File: src/rtl/core/stbd_pkg.sv
// Shared types and constants for the slope trend boost detector.
package stbd_pkg;

  localparam int LEVEL_W = 16;
  localparam int TIME_W  = 32;
  localparam int DIFF_W  = LEVEL_W + 1;
  localparam int SLOPE_W = 24;
  localparam int GAIN_W  = 16;
  localparam int RUN_W   = 10;

  localparam logic [RUN_W-1:0]  COUNT_MAX = 10'd1023;

  localparam logic [GAIN_W-1:0] GAIN_RST      = 16'd46;
  localparam logic [RUN_W-1:0]  TO_BOOST_RST  = 10'd400;
  localparam logic [RUN_W-1:0]  TO_NORMAL_RST = 10'd40;

  localparam logic [1:0] REG_GAIN      = 2'd0;
  localparam logic [1:0] REG_TO_BOOST  = 2'd1;
  localparam logic [1:0] REG_TO_NORMAL = 2'd2;

  typedef struct packed {
    logic signed [DIFF_W-1:0] diff;
    logic [TIME_W-1:0]        dt;
  } stbd_item_t;

  typedef struct packed {
    logic       valid;
    stbd_item_t item;
  } stbd_beat_t;

  typedef struct packed {
    logic [GAIN_W-1:0] gain;
    logic [RUN_W-1:0]  to_boost;
    logic [RUN_W-1:0]  to_normal;
  } stbd_cfg_t;

endpackage

File: src/rtl/core/stbd_front.sv
// Front end: accepts samples and forms level and time differences.
module stbd_front (
  input  logic                                 clk,
  input  logic                                 rst_n,
  input  logic                                 in_valid,
  output logic                                 in_ready,
  input  logic signed [stbd_pkg::LEVEL_W-1:0]  in_level_sample,
  input  logic [stbd_pkg::TIME_W-1:0]          in_time_ms,
  input  logic                                 q_full,
  output stbd_pkg::stbd_beat_t                 push
);

  logic signed [stbd_pkg::LEVEL_W-1:0] prev_level_r;
  logic [stbd_pkg::TIME_W-1:0]         prev_time_r;
  logic                                take;

  assign in_ready = !q_full;
  assign take     = in_valid && in_ready;

  always_comb begin
    push.valid     = take;
    push.item.diff = {in_level_sample[stbd_pkg::LEVEL_W-1], in_level_sample}
                   - {prev_level_r[stbd_pkg::LEVEL_W-1], prev_level_r};
    push.item.dt   = in_time_ms - prev_time_r;
  end

  always_ff @(posedge clk) begin
    if (!rst_n) begin
      prev_level_r <= '0;
      prev_time_r  <= '0;
    end else if (take) begin
      prev_level_r <= in_level_sample;
      prev_time_r  <= in_time_ms;
    end
  end

endmodule

File: src/rtl/core/stbd_queue.sv
// Two-entry queue between the front end and the back end.
module stbd_queue (
  input  logic                 clk,
  input  logic                 rst_n,
  input  stbd_pkg::stbd_beat_t push,
  output logic                 q_full,
  output stbd_pkg::stbd_beat_t q,
  input  logic                 q_pop
);

  stbd_pkg::stbd_item_t mem_r [2];
  logic                 wr_ptr_r;
  logic                 rd_ptr_r;
  logic [1:0]           count_r;
  logic [1:0]           count_nxt;

  assign q_full  = (count_r == 2'd2);
  assign q.valid = (count_r != 2'd0);
  assign q.item  = mem_r[rd_ptr_r];

  always_comb begin
    count_nxt = count_r;
    if (push.valid && !q_pop) begin
      count_nxt = count_r + 2'd1;
    end else if (!push.valid && q_pop) begin
      count_nxt = count_r - 2'd1;
    end
  end

  always_ff @(posedge clk) begin
    if (push.valid) begin
      mem_r[wr_ptr_r] <= push.item;
    end
  end

  always_ff @(posedge clk) begin
    if (!rst_n) begin
      wr_ptr_r <= 1'b0;
      rd_ptr_r <= 1'b0;
      count_r  <= 2'd0;
    end else begin
      count_r <= count_nxt;
      if (push.valid) begin
        wr_ptr_r <= ~wr_ptr_r;
      end
      if (q_pop) begin
        rd_ptr_r <= ~rd_ptr_r;
      end
    end
  end

endmodule

File: src/rtl/core/stbd_back.sv
// Back end: serial slope divider, IIR smoother, mode machine and result register.
module stbd_back #(
  parameter int SLOPE_FRAC_BITS = 8,
  parameter int GAIN_FRAC_BITS  = 16
) (
  input  logic                                 clk,
  input  logic                                 rst_n,
  input  stbd_pkg::stbd_beat_t                 q,
  output logic                                 q_pop,
  input  stbd_pkg::stbd_cfg_t                  cfg,
  output logic                                 out_valid,
  input  logic                                 out_ready,
  output logic signed [stbd_pkg::SLOPE_W-1:0]  out_smoothed_slope,
  output logic                                 out_boost_active
);

  localparam int SW    = stbd_pkg::SLOPE_W;
  localparam int GW    = stbd_pkg::GAIN_W;
  localparam int TW    = stbd_pkg::TIME_W;
  localparam int DW    = stbd_pkg::DIFF_W;
  localparam int RW    = stbd_pkg::RUN_W;
  localparam int FW    = SW + GAIN_FRAC_BITS;
  localparam int P10_W = DW + 4;
  localparam int NUM_W = P10_W + SLOPE_FRAC_BITS;
  localparam int CNT_W = $clog2(NUM_W);
  localparam int QX_W  = (NUM_W > SW) ? NUM_W : SW + 1;
  localparam int PA_W  = SW + 1 + GW;
  localparam int MAG_W = PA_W + 1;
  localparam int PB_W  = GW + 1;
  localparam int BP_W  = GAIN_FRAC_BITS + GW + 1;
  localparam int SUM_W = ((FW > MAG_W) ? FW : MAG_W) + 2;

  localparam logic [QX_W-1:0] POS_LIM = QX_W'((64'd1 << (SW - 1)) - 64'd1);
  localparam logic [QX_W-1:0] NEG_LIM = QX_W'(64'd1 << (SW - 1));
  localparam logic [BP_W-1:0] FMASK   = BP_W'((64'd1 << GAIN_FRAC_BITS) - 64'd1);

  localparam logic [2:0] S_IDLE  = 3'd0;
  localparam logic [2:0] S_DIV   = 3'd1;
  localparam logic [2:0] S_SLOPE = 3'd2;
  localparam logic [2:0] S_DIFF  = 3'd3;
  localparam logic [2:0] S_MULA  = 3'd4;
  localparam logic [2:0] S_MULB  = 3'd5;
  localparam logic [2:0] S_ACC   = 3'd6;
  localparam logic [2:0] S_MODE  = 3'd7;

  logic [2:0]              state_r, state_nxt;
  logic [CNT_W-1:0]        div_cnt_r;
  logic [NUM_W-1:0]        nq_r;
  logic [TW-1:0]           rem_r;
  logic [TW-1:0]           dmag_r;
  logic                    sneg_r;
  logic                    dzero_r;
  logic [SW-1:0]           slope_r;
  logic [FW:0]             m_r;
  logic                    dn_r;
  logic [PA_W-1:0]         pa_r;
  logic [PB_W-1:0]         pb_r;
  logic [FW-1:0]           filt_r;
  logic [RW-1:0]           run_r;
  logic                    boost_r;
  logic                    outv_r;
  logic [SW-1:0]           out_slope_r;
  logic                    out_boost_r;

  logic [DW-1:0]           absd;
  logic [P10_W-1:0]        prod10;
  logic [TW-1:0]           dmag_init;
  logic [TW:0]             rem_sh;
  logic                    qbit;
  logic [TW-1:0]           rem_nxt;
  logic [QX_W-1:0]         q_x, qc, qn;
  logic [SW-1:0]           slope_calc;
  logic [FW:0]             d_calc, m_calc;
  logic [BP_W-1:0]         bp;
  logic [MAG_W-1:0]        mag;
  logic [SUM_W-1:0]        magx, dlt, sum;
  logic [SUM_W-FW:0]       top;
  logic [FW-1:0]           filt_nxt;
  logic                    neg, counts, load;
  logic [RW-1:0]           thr, run_inc;

  assign q_pop = (state_r == S_IDLE) && q.valid;
  assign load  = (state_r == S_MODE) && (!outv_r || out_ready);

  always_comb begin
    absd      = q.item.diff[DW-1] ? DW'(-q.item.diff) : DW'(q.item.diff);
    prod10    = P10_W'(absd) * P10_W'(10);
    dmag_init = q.item.dt[TW-1] ? (~q.item.dt + 1'b1) : q.item.dt;

    rem_sh  = {rem_r, nq_r[NUM_W-1]};
    qbit    = (rem_sh >= {1'b0, dmag_r});
    rem_nxt = qbit ? TW'(rem_sh - {1'b0, dmag_r}) : rem_sh[TW-1:0];

    q_x = QX_W'(nq_r);
    if (sneg_r) begin
      qc = (q_x > NEG_LIM) ? NEG_LIM : q_x;
      qn = ~qc + 1'b1;
    end else begin
      qc = (q_x > POS_LIM) ? POS_LIM : q_x;
      qn = qc;
    end
    slope_calc = dzero_r ? '0 : qn[SW-1:0];

    d_calc = {slope_r[SW-1], slope_r, {GAIN_FRAC_BITS{1'b0}}} - {filt_r[FW-1], filt_r};
    m_calc = d_calc[FW] ? (~d_calc + 1'b1) : d_calc;

    bp = BP_W'(m_r[GAIN_FRAC_BITS-1:0]) * BP_W'(cfg.gain) + (dn_r ? FMASK : '0);

    mag  = MAG_W'(pa_r) + MAG_W'(pb_r);
    magx = SUM_W'(mag);
    dlt  = dn_r ? (~magx + 1'b1) : magx;
    sum  = {{(SUM_W-FW){filt_r[FW-1]}}, filt_r} + dlt;
    top  = sum[SUM_W-1:FW-1];
    if ((&top) || !(|top)) begin
      filt_nxt = sum[FW-1:0];
    end else if (sum[SUM_W-1]) begin
      filt_nxt = {1'b1, {(FW-1){1'b0}}};
    end else begin
      filt_nxt = {1'b0, {(FW-1){1'b1}}};
    end

    neg     = filt_r[FW-1];
    counts  = boost_r ? neg : !neg;
    thr     = boost_r ? cfg.to_normal : cfg.to_boost;
    run_inc = counts ? ((run_r < stbd_pkg::COUNT_MAX) ? run_r + 1'b1 : run_r) : '0;
  end

  always_comb begin
    state_nxt = state_r;
    unique case (state_r)
      S_IDLE:  if (q.valid) state_nxt = S_DIV;
      S_DIV:   if (div_cnt_r == CNT_W'(NUM_W - 1)) state_nxt = S_SLOPE;
      S_SLOPE: state_nxt = S_DIFF;
      S_DIFF:  state_nxt = S_MULA;
      S_MULA:  state_nxt = S_MULB;
      S_MULB:  state_nxt = S_ACC;
      S_ACC:   state_nxt = S_MODE;
      S_MODE:  if (load) state_nxt = S_IDLE;
      default: state_nxt = S_IDLE;
    endcase
  end

  always_ff @(posedge clk) begin
    unique case (state_r)
      S_IDLE: begin
        nq_r      <= NUM_W'(prod10) << SLOPE_FRAC_BITS;
        rem_r     <= '0;
        dmag_r    <= dmag_init;
        sneg_r    <= q.item.diff[DW-1] ^ q.item.dt[TW-1];
        dzero_r   <= (q.item.dt == '0);
        div_cnt_r <= '0;
      end
      S_DIV: begin
        rem_r     <= rem_nxt;
        nq_r      <= {nq_r[NUM_W-2:0], qbit};
        div_cnt_r <= div_cnt_r + 1'b1;
      end
      S_SLOPE: slope_r <= slope_calc;
      S_DIFF: begin
        m_r  <= m_calc;
        dn_r <= d_calc[FW];
      end
      S_MULA: pa_r <= PA_W'(m_r[FW:GAIN_FRAC_BITS]) * PA_W'(cfg.gain);
      S_MULB: pb_r <= bp[BP_W-1:GAIN_FRAC_BITS];
      S_ACC, S_MODE: ;
      default: ;
    endcase
    if (load) begin
      out_slope_r <= filt_r[FW-1:GAIN_FRAC_BITS];
      out_boost_r <= (thr <= run_inc) ? !boost_r : boost_r;
    end
  end

  always_ff @(posedge clk) begin
    if (!rst_n) begin
      state_r <= S_IDLE;
      filt_r  <= '0;
      run_r   <= '0;
      boost_r <= 1'b0;
      outv_r  <= 1'b0;
    end else begin
      state_r <= state_nxt;
      if (state_r == S_ACC) begin
        filt_r <= filt_nxt;
      end
      if (load) begin
        if (thr <= run_inc) begin
          run_r   <= '0;
          boost_r <= !boost_r;
        end else begin
          run_r <= run_inc;
        end
        outv_r <= 1'b1;
      end else if (out_ready) begin
        outv_r <= 1'b0;
      end
    end
  end

  assign out_valid          = outv_r;
  assign out_smoothed_slope = out_slope_r;
  assign out_boost_active   = out_boost_r;

  a_div_cnt: assert property (@(posedge clk) disable iff (!rst_n)
    (state_r == S_DIV) |-> (div_cnt_r <= CNT_W'(NUM_W - 1)))
    else $error("divider step count overran");

  a_pop_idle: assert property (@(posedge clk) disable iff (!rst_n)
    q_pop |=> (state_r == S_DIV))
    else $error("queue pop did not start a division");

  a_load_mode: assert property (@(posedge clk) disable iff (!rst_n)
    $rose(outv_r) |-> ($past(state_r) == S_MODE))
    else $error("result loaded outside mode step");

  a_acc_mode: assert property (@(posedge clk) disable iff (!rst_n)
    (state_r == S_ACC) |=> (state_r == S_MODE))
    else $error("filter update not followed by mode step");

endmodule

File: src/rtl/core/slope_trend_boost_detector_top.sv
// Top level of the slope trend boost detector with its register port.
//
//  channel   direction  handshake                  payload
//  in        sink       in_valid / in_ready        in_level_sample, in_time_ms
//  out       source     out_valid / out_ready      out_smoothed_slope, out_boost_active
//  config    sink       psel, penable, pwrite      paddr, pwdata, prdata (pready tied high)
//
// The back end takes a new sample only once it is through with the last; its slope
// comes from a one-bit-a-step restoring divider.
// The front end takes a sample whenever the two-entry queue has room.
// rst_n is synchronous: it clears the history, filter, run count and mode.
// A held result stalls the back end only at its last step; the queue still fills.
module slope_trend_boost_detector_top #(
  parameter int SLOPE_FRAC_BITS = 8,
  parameter int GAIN_FRAC_BITS  = 16
) (
  input  logic                                 clk,
  input  logic                                 rst_n,
  input  logic                                 in_valid,
  output logic                                 in_ready,
  input  logic signed [stbd_pkg::LEVEL_W-1:0]  in_level_sample,
  input  logic [stbd_pkg::TIME_W-1:0]          in_time_ms,
  output logic                                 out_valid,
  input  logic                                 out_ready,
  output logic signed [stbd_pkg::SLOPE_W-1:0]  out_smoothed_slope,
  output logic                                 out_boost_active,
  input  logic                                 psel,
  input  logic                                 penable,
  input  logic                                 pwrite,
  input  logic [3:0]                           paddr,
  input  logic [31:0]                          pwdata,
  output logic [31:0]                          prdata,
  output logic                                 pready
);

  stbd_pkg::stbd_cfg_t  cfg_r;
  stbd_pkg::stbd_beat_t push;
  stbd_pkg::stbd_beat_t q;
  logic                 q_full;
  logic                 q_pop;
  logic                 wr_en;

  assign pready = 1'b1;
  assign wr_en  = psel && penable && pwrite && pready;

  always_ff @(posedge clk) begin
    if (!rst_n) begin
      cfg_r.gain      <= stbd_pkg::GAIN_RST;
      cfg_r.to_boost  <= stbd_pkg::TO_BOOST_RST;
      cfg_r.to_normal <= stbd_pkg::TO_NORMAL_RST;
    end else if (wr_en) begin
      unique case (paddr[3:2])
        stbd_pkg::REG_GAIN:      cfg_r.gain      <= pwdata[stbd_pkg::GAIN_W-1:0];
        stbd_pkg::REG_TO_BOOST:  cfg_r.to_boost  <= pwdata[stbd_pkg::RUN_W-1:0];
        stbd_pkg::REG_TO_NORMAL: cfg_r.to_normal <= pwdata[stbd_pkg::RUN_W-1:0];
        default: ;
      endcase
    end
  end

  always_comb begin
    unique case (paddr[3:2])
      stbd_pkg::REG_GAIN:      prdata = 32'(cfg_r.gain);
      stbd_pkg::REG_TO_BOOST:  prdata = 32'(cfg_r.to_boost);
      stbd_pkg::REG_TO_NORMAL: prdata = 32'(cfg_r.to_normal);
      default:                 prdata = '0;
    endcase
  end

  stbd_front u_front (
    .clk             (clk),
    .rst_n           (rst_n),
    .in_valid        (in_valid),
    .in_ready        (in_ready),
    .in_level_sample (in_level_sample),
    .in_time_ms      (in_time_ms),
    .q_full          (q_full),
    .push            (push)
  );

  stbd_queue u_queue (
    .clk    (clk),
    .rst_n  (rst_n),
    .push   (push),
    .q_full (q_full),
    .q      (q),
    .q_pop  (q_pop)
  );

  stbd_back #(
    .SLOPE_FRAC_BITS (SLOPE_FRAC_BITS),
    .GAIN_FRAC_BITS  (GAIN_FRAC_BITS)
  ) u_back (
    .clk                (clk),
    .rst_n              (rst_n),
    .q                  (q),
    .q_pop              (q_pop),
    .cfg                (cfg_r),
    .out_valid          (out_valid),
    .out_ready          (out_ready),
    .out_smoothed_slope (out_smoothed_slope),
    .out_boost_active   (out_boost_active)
  );

endmodule

File: config.mk
export PLATFORM = sky130hd
export DESIGN_NAME = slope_trend_boost_detector_top
export DESIGN_NICKNAME = d
export VERILOG_FILES = /design/src/rtl/core/stbd_pkg.sv /design/src/rtl/core/stbd_front.sv /design/src/rtl/core/stbd_queue.sv /design/src/rtl/core/stbd_back.sv /design/src/rtl/core/slope_trend_boost_detector_top.sv
export SDC_FILE = /design/constraint.sdc
export NUM_CORES = 2
export LEC_CHECK = 0
export BUFFER_PORTS_ARGS = -buffer_cell sky130_fd_sc_hd__buf_4
export CAP_MARGIN = 30
export CORE_AREA = 2 2 310 312
export CTS_CLUSTER_DIAMETER = 30
export DETAILED_ROUTE_END_ITERATION = 8
export DIE_AREA = 0 0 312 314
export PLACE_DENSITY = 0.74
export SLEW_MARGIN = 10
export SYNTH_ARGS = -nofsm -noshare
export SYNTH_HDL_FRONTEND = slang
export SYNTH_HIERARCHICAL = 1
export SYNTH_SLANG_ARGS = --single-unit
File: constraint.sdc
create_clock -name clk -period 8.98 [get_ports clk]
set_input_delay 2.694 -clock clk [delete_from_list [all_inputs] [get_ports clk]]
set_output_delay 2.694 -clock clk [all_outputs]
set_load 0.01 [all_outputs]
# Word level (Yosys, flattened, before mapping)

Memories as Yosys holds them, arrays and structs flattened. A register that Yosys moved wholly into a read port is not among the register bits.
Index checks and enable logic that the tools add are counted.

Memory bits (writable): 98
Output and inout bits: 60
Memories: 1
Register bits after elaboration: 392

Add/sub/neg operators: 16
Reduce and logical (&&, ||, !) cells: 29
Eq/ne operators: 14
Bitwise logic cells: 7
Multiplexer cells: 33
Magnitude comparators: 5
Multiply operators: 3

Memory list:

| name          | words | bits a word | rd ports | clocked after memory_dff | write ports | RTL line         | source |
|---|---|---|---|---|---|---|---|
| u_queue.mem_r | 2     | 49          | 1        | 1                        | 1           | stbd_queue.sv:11 | `stbd_pkg::stbd_item_t mem_r [2];` |

Operators with widths:

| cell                  | number |
|---|---|
| $mux 40               | 3 |
| $mux 24               | 3 |
| $pmux 32 s2           | 1 |
| $sub 32x32->32        | 2 |
| $pmux 29 s2           | 1 |
| $pmux 16 s3           | 1 |
| $add 44x1->44 const B | 1 |
| $add 44x44->44        | 1 |
| $mux 44               | 1 |
| $not 42->44           | 1 |
| $add 41x17->42        | 1 |
| $add 41x1->41 const B | 1 |
| $mul 25x16->41        | 1 |
| $not 41->41           | 1 |
| $sub 40x40->41        | 1 |
| $mux 10               | 4 |
| $add 32x33->33        | 1 |
| $ge 33x32->1          | 1 |
| $add 32x1->32 const B | 1 |
| $logic_not 32->1      | 1 |
| $mul 16x16->32        | 1 |
| $mux 32               | 1 |
| $not 32->32           | 1 |
| $mux 31               | 1 |
| other kinds (39)      | 75 |

# Logic depth before layout (Yosys ltp)

Word-level depth: 9
Depth in mapped cells: 30
Depth with buffers taken out: 27

# Hierarchy

Netlist, hierarchy kept.

By module, submodules not included:

| module                         | sequential area each (um^2) | instances | area an instance (um^2) | cells an instance |
|---|---|---|---|---|
| stbd_back                      | 8578.2                      | 1         | 43706.9                 | 4874 |
| stbd_front                     | 960.9                       | 1         | 4364.2                  | 596 |
| stbd_queue                     | 3042.9                      | 1         | 3753.6                  | 174 |
| slope_trend_boost_detector_top | 720.7                       | 1         | 1821.7                  | 210 |

# Worst setup path before layout

Ideal clock, no wire load.

Kind: reg2reg
Start point: register u_back.pa_r[0]
End point: register u_back.filt_r[10]
Data required time: 8.914 ns
Path buffers: 2
Arrival: 6.858 ns
Setup slack: 2.056 ns
Stages on the path, launching flop included: 26
Setup time: 0.066 ns
Period minus slack after synthesis: 6.924 ns
Cell sequence: edfxtp_1 > ha_1 > fa_1 > a211o_1 > o21ai_2 > xnor2_1 > or3_1 > or3_1 > or4_1 > or2_2 > clkbuf_1 > or3_1 > o21ai_0 > xor2_1 > ha_1 > and4_1 > and3_1 > a2111oi_0 > o21ai_0 > a41o_1 > a21o_1 > a21o_1 > nor4_1 > o31ai_4 > buf_6 > a21oi_2

Cells in the longest elaborated chain, start to end: 9

RTL lines:

| element                | RTL line         | source |
|---|---|---|
| start, declared        | stbd_back.sv:56  | `logic [PA_W-1:0] pa_r;` |
| start signal, assigned | stbd_back.sv:163 | `S_MULA: pa_r <= PA_W'(m_r[FW:GAIN_FRAC_BITS]) * PA_W'(cfg.gain);` |
| $add 41x17->42 *       | stbd_back.sv:109 | `mag = MAG_W'(pa_r) + MAG_W'(pb_r);` |
| $not 42->44            | stbd_back.sv:111 | `dlt = dn_r ? (~magx + 1'b1) : magx;` |
| $add 44x1->44          | stbd_back.sv:111 |  |
| $mux 44 *              | stbd_back.sv:111 |  |
| $add 44x44->44 *       | stbd_back.sv:112 | `sum = {{(SUM_W-FW){filt_r[FW-1]}}, filt_r} + dlt;` |
| $reduce_or 5->1        | stbd_back.sv:114 | `if ((&top) \|\| !(\|top)) begin` |
| $logic_not 1->1        | stbd_back.sv:114 |  |
| $logic_or 1x1->1       | stbd_back.sv:114 |  |
| $mux 40 *              | stbd_back.sv:114 |  |
| end signal, assigned   | stbd_back.sv:184 | `filt_r <= filt_nxt;` |
| end, declared          | stbd_back.sv:58  | `logic [FW-1:0] filt_r;` |

Mark *: on every way between the ends. The rest lies on a longest branch, timed or not.
A chain may end at the register's enable or synchronous reset.

# Worst setup path in the final report

Start point: register u_back.pa_r[0]
End point: register u_back.filt_r[11]

The elaborated chain is that of the path after synthesis.

==> metrics list <==
- Run status: finished, final reports clean
* Seq/Total Area, Yosys: 24.8%
* Max Clock Skew: 0.0817 ns
- The final-report hold violation count came to 0.
- Via count of the first global-routing pass: 42.3k
- Total Nets Final: 6988
- In this run the static leakage power is 0.0270 uW.
* Min Tclk post-route: 8.30 ns
- # setup viols final: 0
- Entering global routing, the biggest net connects 104 pins.
* Warnings from Yosys: 6
- Worst r2r src: u_back/pa_r[0]$_DFFE_PP_
- The initial antenna violation count is 2.
- Largest vdd supply drop: 0.229 mV
- Clock Tree Root: sky130_fd_sc_hd__clkbuf_16
- Drt initial violations: 2683
- Setup repair after global routing missed its margin: false
- Post-synthesis area per instance: 9.16 um2
- By instance count, the cell type seen most on the critical path is sky130_fd_sc_hd__o21ai_0.
- Area of the die: 98000 um2
* Hold/Removal Path Class: reg2reg
- Clk sinks: 491
* Vias per cell: 5.66
* Buffers from clock root to sink, at most: 3
* Vias: 41.2k
- In this run the worst setup path terminates at u_back/filt_r[11]$_SDFFE_PN0P_.
- In the finished design, the share of the clock period the worst path needs comes to 92.4%.
* Clock transition at the register clock pins on the worst setup and hold paths after CTS: 0.06 ns
* Total stage count of the critical path: 25
* Share of flip-flops with an asynchronous set or reset after synthesis: 0%
- Most frequent standard cell in the layout excluding fill and tap cells: sky130_fd_sc_hd__nand2_1
- TritonCTS clock tree: done
* Relative slew slack: 32.4%
- Across every metal layer, demand over resource in global routing totals 27.1%.
- The tool flagged a number of max-cap violations equal to 0.
- CTS H-Tree Depth: 3
- Most used flip-flop cell after synthesis: sky130_fd_sc_hd__edfxtp_1
* Instance count of the mapped netlist: 5854
- In the final layout, the share of cells above drive strength 1 is 9.17%.
- Prior to clock tree synthesis, the placed netlist has a worst setup slack of 0.732 ns.
* Die Span X: 312 um
- Crit end category: register
- After detailed routing, the average wire length per cell comes to 18.0 um.
* Die H: 314 um
- Static timing analysis puts the maximum clock frequency at 120 MHz.
- Global-route wire length before repair: 217000 um
* Worst slew pin tran: 1.01 ns
- Total negative slack: 0 ns
- Quantity of I/O buffers inserted on ports: 115
- The worst path meets setup with 0.679 ns of slack.
- Before antenna repair, the detailed router went through 5 iterations.
- Syn Std Cell Area: 53600 um2
- Overall power: 10200 uW
- The floorplan step defined a core boundary enclosing 94400 um2.
- Data on the critical path arrives at its endpoint at 8.90 ns.
* Number of rows created at floorplan: 113
* Number of enable flip-flop cells after synthesis: 347
* Netlist cell types: 108
* HPWL after detailed placement: 102000 um
- Crit Path Category: reg2reg
- Summed over all instances, the cell type with the most area after synthesis is sky130_fd_sc_hd__fa_1.
* Critical-path cell with the highest stage delay: sky130_fd_sc_hd__a2111oi_0
- The total overflow left after global routing is 0.
- In this run the worst setup path begins at u_back/pa_r[0]$_DFFE_PP_.
* Clock insertion delay at the later pin of the skew report: 0.68 ns
* Critical-path maximum fanout: 25
* Setup repair bufs after CTS: 0
- The synthesized design devotes to its leading area cell type 20.0% of total area.
- Top cell family by delay on the critical path: compound AO/OA/AOI/OAI gates
- The max-slew violation count was 0.
- Synth top area cells: sky130_fd_sc_hd__fa_1 (20%), sky130_fd_sc_hd__edfxtp_1 (19%), sky130_fd_sc_hd__ha_1 (10%), sky130_fd_sc_hd__nand2_1 (6.2%), sky130_fd_sc_hd__dfxtp_1 (5.4%)
- Commonest cells after routing, fill and taps aside: sky130_fd_sc_hd__nand2_1 (879), sky130_fd_sc_hd__inv_1 (766), sky130_fd_sc_hd__fa_1 (535)
- Together, buffers and inverters on the worst path number 1.
* Data required time at the worst endpoint: 9.58 ns
* Final non-filler cell total: 7277
- The congestion estimate from routability-driven global placement came to 0.939.
* Number of cell instances on the worst register-to-register path: 25
- For this run, design rule violations remaining after detail routing come to 0.
* Ports placed on the boundary: 151
* Dpl cells: 7086
- Clock buffers created by TritonCTS: 99
- From synthesis to final layout, the design area changed by 10.7%.
- Remaining antenna violation count: 0
- Maximum cell stage delay along the critical path: 0.69 ns
- FF+latch count, synth: 491
- Critical R2R Capture: u_back/filt_r[11]$_SDFFE_PN0P_
- The number of gates resized after CTS was 0.
* Critical Path Start Type: register
- Worst reg-to-reg setup slack: 0.68 ns
- Hold buffer count at cts: 0
- For this block, the routed nets add up to 131000 um of wire.
- Starting Density: 56.8%
* Power per standard cell area: 171 nW/um2
cell type report:
cell class / instances / area (um2)
multi-input cells: 4365 / 36500
diodes: 2 / 5.00
well taps: 1265 / 1580
fillers: 7798 / 35100
clock buffers: 113 / 2610
clock inverters: 72 / 888
inverters: 768 / 2880
flip-flops and latches: 491 / 13300
repair buffers: 201 / 1620
worst min-delay path by stage:
stage	from	endpoint	slack, ns	cells past startpoint
6_report	u_front/prev_time_r[7]$_SDFFE_PN0P_	u_front/prev_time_r[7]$_SDFFE_PN0P_	0.46	2
5_1_grt	u_front/prev_level_r[11]$_SDFFE_PN0P_	u_front/prev_level_r[11]$_SDFFE_PN0P_	0.48	2
4_1_cts	u_front/prev_level_r[14]$_SDFFE_PN0P_	u_front/prev_level_r[14]$_SDFFE_PN0P_	0.47	2
3_5_place_dp	u_front/prev_level_r[3]$_SDFFE_PN0P_	u_front/prev_level_r[3]$_SDFFE_PN0P_	0.46	2
3_3_place_gp	u_front/prev_time_r[9]$_SDFFE_PN0P_	u_front/prev_time_r[9]$_SDFFE_PN0P_	0.45	2
2_1_floorplan	u_back/filt_r[0]$_SDFFE_PN0P_	u_back/m_r[0]$_DFFE_PN_	0.43	0
per-layer routing:
layer | part of all wire [%] | track usage (%) | wire length (um) | vias up
li1 | - | - | - | 19700
met1 | 41 | 34.7 | 54300 | 20000
met2 | 50 | 47.4 | 65100 | 1236
met3 | 5.4 | 3.62 | 7100 | 250
met4 | 3.4 | 9.30 | 4440 | 0
met5 | 0 | 0 | 0 | -
sequential cells by signal, indices dropped and copies added, names as in the netlist, 16 cells and up, named ones only:
name	flops
u_back/out_smoothed_slope	24
cfg_r	36
u_back/m_r	41
u_back/rem_r	32
u_queue/mem_r	98
u_back/filt_r	40
u_back/nq_r	29
u_back/pa_r	41
u_back/pb_r	17
u_front/prev_level_r	16
u_back/dmag_r	32
u_front/prev_time_r	32
u_back/slope_r	24
per-stage QoR:
| step | hold slack [ns] | area, um2 | util (%) |
|---|---|---|---|
| 3_3_place_gp | 0.452 | 55700 | 59.0 |
| 2_1_floorplan | 0.435 | 53700 | - |
| 4_1_cts | 0.467 | 59300 | 62.8 |
| 6_report | 0.460 | 59400 | 62.9 |
| 3_5_place_dp | 0.460 | 55800 | 59.1 |
| 5_1_grt | 0.482 | 59400 | 62.9 |
tightest hold or removal path, delay by kind of cell (launching register included):
| family | cells | cell delay (ns) |
|---|---|---|
| compound gates | 1 | 0.06 |
| flops | 1 | 0.30 |
| simple gates | 1 | 0.05 |
synth_stat cells (9+ instances only):
library cell	number
sky130_fd_sc_hd__xnor2_1	251
sky130_fd_sc_hd__nand2b_1	46
sky130_fd_sc_hd__inv_1	766
sky130_fd_sc_hd__o21a_1	43
sky130_fd_sc_hd__buf_2	17
sky130_fd_sc_hd__nand4_1	29
sky130_fd_sc_hd__dfxtp_1	144
sky130_fd_sc_hd__a21o_1	104
sky130_fd_sc_hd__a21oi_2	32
sky130_fd_sc_hd__or3_1	35
sky130_fd_sc_hd__nor3b_1	9
sky130_fd_sc_hd__nor4_1	23
sky130_fd_sc_hd__and3_1	47
sky130_fd_sc_hd__edfxtp_1	347
sky130_fd_sc_hd__o31ai_1	47
sky130_fd_sc_hd__mux2_2	61
sky130_fd_sc_hd__and2_1	228
sky130_fd_sc_hd__a211oi_1	38
sky130_fd_sc_hd__nor3_1	84
sky130_fd_sc_hd__nand3b_1	12
sky130_fd_sc_hd__a21oi_1	249
sky130_fd_sc_hd__xor2_1	115
sky130_fd_sc_hd__o21ai_1	11
sky130_fd_sc_hd__nand3_1	86
sky130_fd_sc_hd__o21ai_0	231
sky130_fd_sc_hd__nor2b_1	39
sky130_fd_sc_hd__a31o_2	9
sky130_fd_sc_hd__fa_1	535
sky130_fd_sc_hd__o211ai_1	25
sky130_fd_sc_hd__a31oi_1	37
sky130_fd_sc_hd__buf_4	20
sky130_fd_sc_hd__mux2i_1	72
sky130_fd_sc_hd__or2_2	24
sky130_fd_sc_hd__o21bai_1	27
sky130_fd_sc_hd__nor2_1	242
sky130_fd_sc_hd__ha_1	436
sky130_fd_sc_hd__a2111oi_0	10
sky130_fd_sc_hd__nand2_1	880
sky130_fd_sc_hd__a22oi_1	10
sky130_fd_sc_hd__a21boi_0	59
sky130_fd_sc_hd__or4_1	14
sky130_fd_sc_hd__clkbuf_1	194
power by group:
| part | total (uW) | switching (uW) | internal [uW] |
|---|---|---|---|
| combinational | 3390 | 1920 | 1470 |
| sequential | 3050 | 160 | 2890 |
| clock | 3740 | 1320 | 2420 |
cells by family after synthesis:
| family | Yosys count | synth area share, % |
|---|---|---|
| buffers and inverters | 1013 | 7.40 |
| XOR/XNOR | 367 | 6.01 |
| flip-flops | 491 | 24.8 |
| multiplexers | 133 | 2.62 |
| other | 2 | 0.0140 |
| adder cells (fa/ha/maj) | 971 | 30.1 |
| AO/OA/AOI/OAI | 1047 | 13.0 |
| AND/OR/NAND/NOR | 1830 | 16.0 |
(Power assumes the default switching activity.)
